### src/hw/rtl/chps_pkg.sv
// Shared types and constants of the Charlier polynomial sequence unit.
// Used by the top level, the iterative divider and the port checker.
`default_nettype none

package chps_pkg;

  localparam int X_W      = 24;
  localparam int MEAN_W   = 24;
  localparam int ORD_W    = 6;
  localparam int VAL_W    = 48;
  localparam int HALF_W   = 24;
  localparam int AMX_W    = MEAN_W + 2;
  localparam int CFG_IDX_W = 1;
  localparam int CFG_DATA_W = 24;

  localparam int DEF_MAX_ORDER = 63;
  localparam int DEF_FRAC_BITS = 16;

  localparam logic [MEAN_W-1:0] MEAN_RESET  = 24'd65536;
  localparam logic [ORD_W-1:0]  ORDER_RESET = 6'd7;

  // Configuration register indexes.
  localparam logic [CFG_IDX_W-1:0] REG_POISSON_MEAN  = 1'b0;
  localparam logic [CFG_IDX_W-1:0] REG_HIGHEST_ORDER = 1'b1;

  localparam logic [VAL_W-1:0] POS_LIMIT = {1'b0, {(VAL_W-1){1'b1}}};
  localparam logic [VAL_W-1:0] NEG_LIMIT = {1'b1, {(VAL_W-1){1'b0}}};

  typedef struct packed {
    logic             done;
    logic             ovf;
    logic [VAL_W-1:0] value;
  } div_res_t;

endpackage

`default_nettype wire

### src/hw/rtl/chps_div.sv
// Iterative restoring divider of a signed wide numerator by the unsigned mean,
// one quotient bit per cycle, with saturation to the 48-bit result range.
// Depends on chps_pkg.
`default_nettype none

module chps_div #(
  parameter int NUM_W = 76
) (
  input  wire                            clk,
  input  wire                            rst,
  input  wire                            start,
  input  wire signed [NUM_W-1:0]         num,
  input  wire [chps_pkg::MEAN_W-1:0]     den,
  output chps_pkg::div_res_t             res
);

  localparam int CNT_W = $clog2(NUM_W + 1);
  localparam int M_W   = chps_pkg::MEAN_W;
  localparam int V_W   = chps_pkg::VAL_W;

  logic             running;
  logic             finish;
  logic [CNT_W-1:0] count;
  logic             neg;
  logic             zero;
  logic [NUM_W-1:0] quot;
  logic [M_W-1:0]   rem;

  logic             q_done;
  logic             q_ovf;
  logic [V_W-1:0]   q_value;

  logic [M_W+1:0]   diff;
  logic             ge;
  logic             over;
  logic [V_W-1:0]   mag;

  assign diff = {1'b0, rem, quot[NUM_W-1]} - {2'b00, den};
  assign ge   = ~diff[M_W+1];

  assign res = '{done: q_done, ovf: q_ovf, value: q_value};

  // The negative range reaches one step further than the positive one.
  always_comb begin
    over = (quot[NUM_W-1:V_W-1] != '0) && !(neg && quot[NUM_W-1:V_W-1] == 1 &&
           quot[V_W-2:0] == '0);
    if (over) begin
      mag = neg ? chps_pkg::NEG_LIMIT : chps_pkg::POS_LIMIT;
    end else begin
      mag = quot[V_W-1:0];
    end
  end

  always_ff @(posedge clk) begin
    if (rst) begin
      running <= 1'b0;
      finish  <= 1'b0;
      count   <= '0;
      q_done  <= 1'b0;
    end else begin
      q_done <= 1'b0;
      if (start) begin
        running <= 1'b1;
        count   <= CNT_W'(NUM_W);
      end else if (running) begin
        count <= count - 1'b1;
        if (count == 1) begin
          running <= 1'b0;
          finish  <= 1'b1;
        end
      end else if (finish) begin
        finish <= 1'b0;
        q_done <= 1'b1;
      end
    end
  end

  always_ff @(posedge clk) begin
    if (start) begin
      neg  <= num[NUM_W-1];
      zero <= (num == '0);
      quot <= num[NUM_W-1] ? NUM_W'(-num) : NUM_W'(num);
      rem  <= '0;
    end else if (running) begin
      quot <= {quot[NUM_W-2:0], ge};
      rem  <= ge ? diff[M_W-1:0] : {rem[M_W-2:0], quot[NUM_W-1]};
    end else if (finish) begin
      // A zero numerator gives zero even when the mean is zero.
      if (zero) begin
        q_value <= '0;
        q_ovf   <= 1'b0;
      end else begin
        q_value <= neg ? V_W'(-mag) : mag;
        q_ovf   <= over;
      end
    end
  end

endmodule

`default_nettype wire

### src/hw/rtl/charlier_polynomial_sequence_unit.sv
// Top level of the Charlier polynomial sequence unit: sequencer, shared
// multiplier and recurrence registers. Depends on chps_pkg and chps_div.
//
//  channel   ports                                                     handshake
//  input     start, x_value                                            start && !busy
//  result    result_strobe, order_index, poly_value, overflow_flag,    strobe, one cycle
//            last_of_run
//  config    cfg_write, cfg_index, cfg_data                            cfg_write
//
// One item gives N+1 results, N = min(highest_order, MAX_ORDER). Order 0 is shown in
// the cycle after the accept; order 1 is then computed by the divider alone, and every higher
// order by S_PREP, S_MUL and the divider in turn (NUM_W = 76 at 16 fraction bits).
// The one-bit-a-cycle divider works through all NUM_W numerator bits; S_PREP prepares the
// operands, and the 27x24 multiplier then forms four partial products in S_MUL.
// Reset is synchronous; results cannot be held off, and busy stays high until
// the last result has been shown.
`default_nettype none

module charlier_polynomial_sequence_unit #(
  parameter int MAX_ORDER = chps_pkg::DEF_MAX_ORDER,
  parameter int FRAC_BITS = chps_pkg::DEF_FRAC_BITS
) (
  input  wire                                  clk,
  input  wire                                  rst,
  input  wire                                  start,
  output logic                                 busy,
  input  wire signed [chps_pkg::X_W-1:0]       x_value,
  input  wire                                  cfg_write,
  input  wire [chps_pkg::CFG_IDX_W-1:0]        cfg_index,
  input  wire [chps_pkg::CFG_DATA_W-1:0]       cfg_data,
  output logic                                 result_strobe,
  output logic [chps_pkg::ORD_W-1:0]           order_index,
  output logic signed [chps_pkg::VAL_W-1:0]    poly_value,
  output logic                                 overflow_flag,
  output logic                                 last_of_run
);

  localparam int ORD_W  = chps_pkg::ORD_W;
  localparam int VAL_W  = chps_pkg::VAL_W;
  localparam int HALF_W = chps_pkg::HALF_W;
  localparam int AMX_W  = chps_pkg::AMX_W;
  localparam int KW     = ORD_W + FRAC_BITS;
  localparam int A_W    = (KW > AMX_W ? KW : AMX_W) + 1;
  localparam int PW     = A_W + HALF_W;
  localparam int NW     = A_W + 2 * HALF_W + 1;

  localparam logic [2:0] S_IDLE = 3'd0;
  localparam logic [2:0] S_EMIT = 3'd1;
  localparam logic [2:0] S_PREP = 3'd2;
  localparam logic [2:0] S_MUL  = 3'd3;
  localparam logic [2:0] S_DIV  = 3'd4;

  logic [2:0]                    state;
  logic [chps_pkg::MEAN_W-1:0]   poisson_mean;
  logic [ORD_W-1:0]              highest_order;

  logic [ORD_W-1:0]              order_counter;
  logic [ORD_W-1:0]              top;
  logic signed [chps_pkg::X_W-1:0] held_x;
  logic signed [AMX_W-1:0]       amx;
  logic signed [VAL_W-1:0]       prev_value;
  logic signed [VAL_W-1:0]       curr_value;
  logic                          sticky_overflow;

  logic [A_W-1:0]                opa_mag;
  logic                          opa_neg;
  logic [VAL_W-1:0]              curr_mag;
  logic [VAL_W-1:0]              prev_mag;
  logic [2:0]                    step;
  logic [PW-1:0]                 prod;
  logic                          prod_neg;
  logic                          prod_hi;
  logic signed [NW-1:0]          acc;

  logic                          div_start;
  logic signed [NW-1:0]          div_num;
  chps_pkg::div_res_t            div_res;

  logic [KW-1:0]                 kf;
  logic signed [A_W-1:0]         opa_sum;
  logic [A_W-1:0]                mul_a;
  logic [VAL_W-1:0]              mul_bsrc;
  logic [HALF_W-1:0]             mul_b;
  logic [NW-1:0]                 shifted;
  logic signed [NW-1:0]          acc_next;
  logic [ORD_W-1:0]              top_next;

  chps_div #(
    .NUM_W (NW)
  ) u_div (
    .clk   (clk),
    .rst   (rst),
    .start (div_start),
    .num   (div_num),
    .den   (poisson_mean),
    .res   (div_res)
  );

  assign busy          = (state != S_IDLE);
  assign result_strobe = (state == S_EMIT);
  assign order_index   = order_counter;
  assign poly_value    = curr_value;
  assign overflow_flag = sticky_overflow;
  assign last_of_run   = (order_counter == top);

  assign top_next = (highest_order > ORD_W'(MAX_ORDER)) ? ORD_W'(MAX_ORDER) : highest_order;

  // order_counter already holds the new order k+1 here, so k = order_counter - 1.
  assign kf      = {order_counter - 1'b1, {FRAC_BITS{1'b0}}};
  assign opa_sum = {{(A_W-AMX_W){amx[AMX_W-1]}}, amx} + {{(A_W-KW){1'b0}}, kf};

  // Partial product order: A*curr low, A*curr high, k*prev low, k*prev high.
  always_comb begin
    mul_a    = step[2] ? {{(A_W-KW){1'b0}}, kf} : opa_mag;
    mul_bsrc = step[2] ? prev_mag : curr_mag;
    mul_b    = step[1] ? mul_bsrc[VAL_W-1:HALF_W] : mul_bsrc[HALF_W-1:0];
    shifted  = prod_hi ? {{(NW-PW-HALF_W){1'b0}}, prod, {HALF_W{1'b0}}}
                       : {{(NW-PW){1'b0}}, prod};
    acc_next = acc + (prod_neg ? -$signed(shifted) : $signed(shifted));
  end

  always_ff @(posedge clk) begin
    if (rst) begin
      poisson_mean  <= chps_pkg::MEAN_RESET;
      highest_order <= chps_pkg::ORDER_RESET;
    end else if (cfg_write) begin
      case (cfg_index)
        chps_pkg::REG_POISSON_MEAN:  poisson_mean  <= cfg_data[chps_pkg::MEAN_W-1:0];
        chps_pkg::REG_HIGHEST_ORDER: highest_order <= cfg_data[ORD_W-1:0];
        default: ;
      endcase
    end
  end

  always_ff @(posedge clk) begin
    if (rst) begin
      state           <= S_IDLE;
      div_start       <= 1'b0;
      order_counter   <= '0;
      top             <= '0;
      sticky_overflow <= 1'b0;
      held_x          <= '0;
      prev_value      <= '0;
      curr_value      <= '0;
      step            <= '0;
    end else begin
      div_start <= 1'b0;
      case (state)
        S_IDLE: begin
          if (start) begin
            held_x          <= x_value;
            amx             <= $signed({2'b00, poisson_mean}) - AMX_W'(x_value);
            top             <= top_next;
            order_counter   <= '0;
            prev_value      <= '0;
            curr_value      <= VAL_W'(1) << FRAC_BITS;
            sticky_overflow <= 1'b0;
            state           <= S_EMIT;
          end
        end
        S_EMIT: begin
          if (order_counter == top) begin
            state <= S_IDLE;
          end else begin
            order_counter <= order_counter + 1'b1;
            if (order_counter == '0) begin
              div_num   <= NW'(amx) <<< FRAC_BITS;
              div_start <= 1'b1;
              state     <= S_DIV;
            end else begin
              state <= S_PREP;
            end
          end
        end
        S_PREP: begin
          opa_neg  <= opa_sum[A_W-1];
          opa_mag  <= opa_sum[A_W-1] ? A_W'(-opa_sum) : A_W'(opa_sum);
          curr_mag <= curr_value[VAL_W-1] ? VAL_W'(-curr_value) : VAL_W'(curr_value);
          prev_mag <= prev_value[VAL_W-1] ? VAL_W'(-prev_value) : VAL_W'(prev_value);
          acc      <= '0;
          step     <= '0;
          state    <= S_MUL;
        end
        S_MUL: begin
          step <= step + 1'b1;
          if (!step[0]) begin
            prod    <= PW'(mul_a) * PW'(mul_b);
            prod_hi <= step[1];
            // The k*prev term is subtracted; k itself is never negative.
            prod_neg <= step[2] ? ~prev_value[VAL_W-1] : (opa_neg ^ curr_value[VAL_W-1]);
          end else begin
            acc <= acc_next;
            if (step == 3'd7) begin
              div_num   <= acc_next;
              div_start <= 1'b1;
              state     <= S_DIV;
            end
          end
        end
        S_DIV: begin
          if (div_res.done) begin
            prev_value      <= curr_value;
            curr_value      <= div_res.value;
            sticky_overflow <= sticky_overflow | div_res.ovf;
            state           <= S_EMIT;
          end
        end
        default: state <= S_IDLE;
      endcase
    end
  end

endmodule

`default_nettype wire

### config.mk
export PLATFORM = sky130hd
export DESIGN_NAME = charlier_polynomial_sequence_unit
export DESIGN_NICKNAME = d
export VERILOG_FILES = /design/src/hw/rtl/chps_pkg.sv /design/src/hw/rtl/chps_div.sv /design/src/hw/rtl/charlier_polynomial_sequence_unit.sv
export SDC_FILE = /design/constraint.sdc
export NUM_CORES = 2
export LEC_CHECK = 0
export BUFFER_PORTS_ARGS = -buffer_cell sky130_fd_sc_hd__buf_2
export CAP_MARGIN = 20
export CORE_MARGIN = 2
export CORE_UTILIZATION = 60
export CTS_BUF_LIST = sky130_fd_sc_hd__clkbuf_2 sky130_fd_sc_hd__clkbuf_4 sky130_fd_sc_hd__clkbuf_8
export DETAILED_ROUTE_END_ITERATION = 8
export GPL_TIMING_DRIVEN = 0
export PLACE_DENSITY = 0.87
export SYNTH_ARGS = -nofsm -noshare
export SYNTH_HDL_FRONTEND = slang
export SYNTH_SLANG_ARGS = --single-unit
### constraint.sdc
create_clock -name clk -period 18.9 [get_ports clk]
set_clock_uncertainty 0.15 [all_clocks]
set_input_delay 0 -clock clk [delete_from_list [all_inputs] [get_ports clk]]
set_output_delay 0 -clock clk [all_outputs]
set_load 0.1 [all_outputs]
==> results.toml <==
[global_routing]
grt_use_total_pct = 43.0
gr-total-overflow = 0
grt_pass1_wl_um = 329000
antenna_found_initial = 7
grt_max_degree = 77
grt_pass1_vias = 53200

[drt]
drc = 0
route.detailed.wl_per_inst_um = 26.5
routed_wl_um = 222000
drt-vias-per-instance = 6.47
drt_iter0_markers = 7420
ant_nets = 0
drtPass1Iterations = 7
num_vias = 54100

[sta]
fin_crit_ns = 12.05
rsz0062_at_grt = "no"
worst_slew_pin_slew_ns = 1.29
holdWs_ns = 0.0942
max_clock_freq_ghz = 0.0830
max_slew_margin_pct = 13.8
finalHoldViolCount = 0
fin_crit_sh_pct = 63.7
finalSetupTns_ns = 0
maxSlewViolCount = 0
finalSetupViolations = 0

[synthesis]
yosys.area.top_type = "edfxtp_1"
synth-edff-count = 482
avgSynthCellArea_sq_um = 9.12
netlist_instances = 6583
yosys-top-cells-area = "edfxtp_1 (24%), fa_1 (18%), ha_1 (6.6%)"
synth_nets = 7507
ys_seq_area_share_pct = 30.1
ys_ff_latch = 662
synth_top_area_share_pct = 24.1
ys_top_cells_by_count = "nor2_1 (823), inv_1 (753), nand2_1 (660)"
ys.flop_type = "edfxtp_1"
synth.distinct_cells = 95
syn_area_sq_um = 60100
ys_warn_count = 0
synth.most_common_cell = "nor2_1"
async_reset_ff_share_pct = 0

[clock_tree]
cts_max_path_buffers = 3
cts_setup_buffers = 0
root_buffer = "clkbuf_8"
clkLatencyLatePin_ns = 0.77
cts_num_sinks = 662
cts_tree = "built"
cts_max_level = 3
clk_pin_slew_worst_paths_ns = 0.07
cts_buffers = 101

[worst_setup_path]
path_class = "register to register"
crit_family = "adder cells"
rr_worst_depth = 31
cp_slowest_stage_delay_ns = 0.91
cp-end-kind = "register"
cpMaxStageDelayCell = "a41oi_1"
arrival_ns = 12.40
crit_fanout = 10
cp.required_ns = 19.25
critPathBufInv = 10
r2r_slack_ns = 6.85
timing.rr.start = "step[2]$_SDFFE_PP0N_"
cp-start-kind = "register"
cpMostUsedCell = "fa_1"
r2r_end = "prod[43]$_DFFE_PP_"

[floorplan]
die_w_um = 320
rows = 116
dieArea_sq_um = 103000
num_io_pins = 111
die_height_um = 320
core_area_sq_um = 99700
initial_utilization_pct = 60.2

[final_layout]
syn2layout_area_growth_pct = 10.4
drive_above_1_share_pct = 6.26
final_net_count = 7905

[min_path]
min_path_cells = 4
hold_end = "amx[0]$_DFFE_PP_"
hp-class = "primary input to register"
worstHoldStart = "x_value[0]"

[power_and_ir_drop]
leakage_nw = 28.3
power_density_nw_per_um2 = 72.9
ir_drop_uv = 140

[placement]
dpl.hpwl_um = 167000
gp_congestion = 1.08
port_buffers = 109

[run_status]
run_status = "finished, final reports clean"

[job]
max_cap_viol_count = 0
-- worst max path at each step --
stage | start | to | slack (ns) | cells after the start
after floorplan | state[1]$_SDFFE_PP0P_ | curr_mag[0]$_DFFE_PP_ | 8.94 | 3
after global placement | rst | curr_mag[29]$_DFFE_PP_ | 5.67 | 4
after detailed placement | step[2]$_SDFFE_PP0N_ | prod[43]$_DFFE_PP_ | 7.19 | 31
after CTS | step[2]$_SDFFE_PP0N_ | prod[43]$_DFFE_PP_ | 7.13 | 31
after global routing | step[2]$_SDFFE_PP0N_ | prod[43]$_DFFE_PP_ | 6.33 | 31
final | step[2]$_SDFFE_PP0N_ | prod[43]$_DFFE_PP_ | 6.85 | 31
-- final cells by class --
cell class / count / area, sq um
Multi-Input combinational cell: 4822 / 37900
Fill cell: 7800 / 33400
Sequential cell: 662 / 18100
Inverter: 756 / 2840
Timing Repair Buffer: 295 / 2460
Clock buffer: 134 / 1680
Tap cell: 1298 / 1620
Buffer: 343 / 1300
Clock inverter: 52 / 453
Antenna cell: 7 / 17.5
-- stage by stage --
| step | instances | util [%] | instance area (sq um) | power [mW] | setup slack [ns] |
|---|---|---|---|---|---|
| after global routing | 8364 | 66.5 | 66300 | 5.04 | 6.33 |
| after global placement | 7990 | 62.4 | 62200 | 3.41 | 5.67 |
| final | 8369 | 66.5 | 66300 | 4.84 | 6.85 |
| after floorplan | 6583 | - | 60100 | 2.91 | 8.94 |
| after detailed placement | 8027 | 62.9 | 62700 | 3.44 | 7.19 |
| after CTS | 8356 | 66.4 | 66200 | 4.75 | 7.13 |
-- registers in the layout, summed over array words and instances (netlist names), 6 cells and up --
| name | count |
|---|---|
| acc | 76 |
| amx | 26 |
| curr_mag | 48 |
| div_num | 76 |
| highest_order | 6 |
| opa_mag | 27 |
| order_index | 6 |
| poisson_mean | 24 |
| poly_value | 48 |
| prev_mag | 48 |
| prev_value | 48 |
| prod | 51 |
| top | 6 |
| u_div.count | 7 |
| u_div.q_value | 48 |
| u_div.quot | 76 |
| u_div.rem | 24 |
-- worst reg2reg max path: cells and delay by family (launching register included) --
family,cells,cell delay (ns)
fa+ha+maj,8,3.86
compound gates,9,3.43
buf+inv,10,3.43
simple gates,3,0.49
flops,1,0.34
xor+xnor,1,0.10
-- logic make-up after synthesis --
family                     count (synthesis)  share of synthesized area, %
and+or+nand+nor                         2137                          16.1
AOI/OAI and AO/OA                       1293                          13.9
buffers and inverters                   1099                          6.90
adders and majority gates                871                          25.0
DFF                                      662                          30.1
xor gates and xnor gates                 411                          5.99
muxes                                    109                          2.01
other                                      1                       0.00624
-- layer usage --
metal	share of wire, %	global-route usage [%]
met5	0.013	0
met4	9.7	33.6
met3	12	10.7
met2	43	65.6
met1	35	52.4
-- power by group --
group          leakage (nW)  switching [mW]  total (mW)  internal, mW
clock                  1.12           0.625        1.29         0.669
combinational          21.3            1.12        1.79         0.662
sequential             5.90          0.0801        1.76          1.68
-- placed cells by master, fill, tap and decap left out, types with 143 or more instances in the layout --
| cell type | n |
|---|---|
| ha_1 | 319 |
| fa_1 | 552 |
| dfxtp_1 | 180 |
| a21oi_1 | 353 |
| xnor2_1 | 238 |
| clkbuf_1 | 311 |
| inv_1 | 752 |
| edfxtp_1 | 482 |
| nand2_1 | 660 |
| xor2_1 | 173 |
| o21ai_0 | 273 |
| nor2_1 | 822 |
| dlygate4sd3_1 | 143 |
-- timing repair --
item	4_1_cts	5_1_grt
setup endpoints to repair	0	0
hold buffers	143	0
hold endpoints to repair	73	0
resized for setup	0	0
Note: power is estimated with default switching activity, not from simulation.
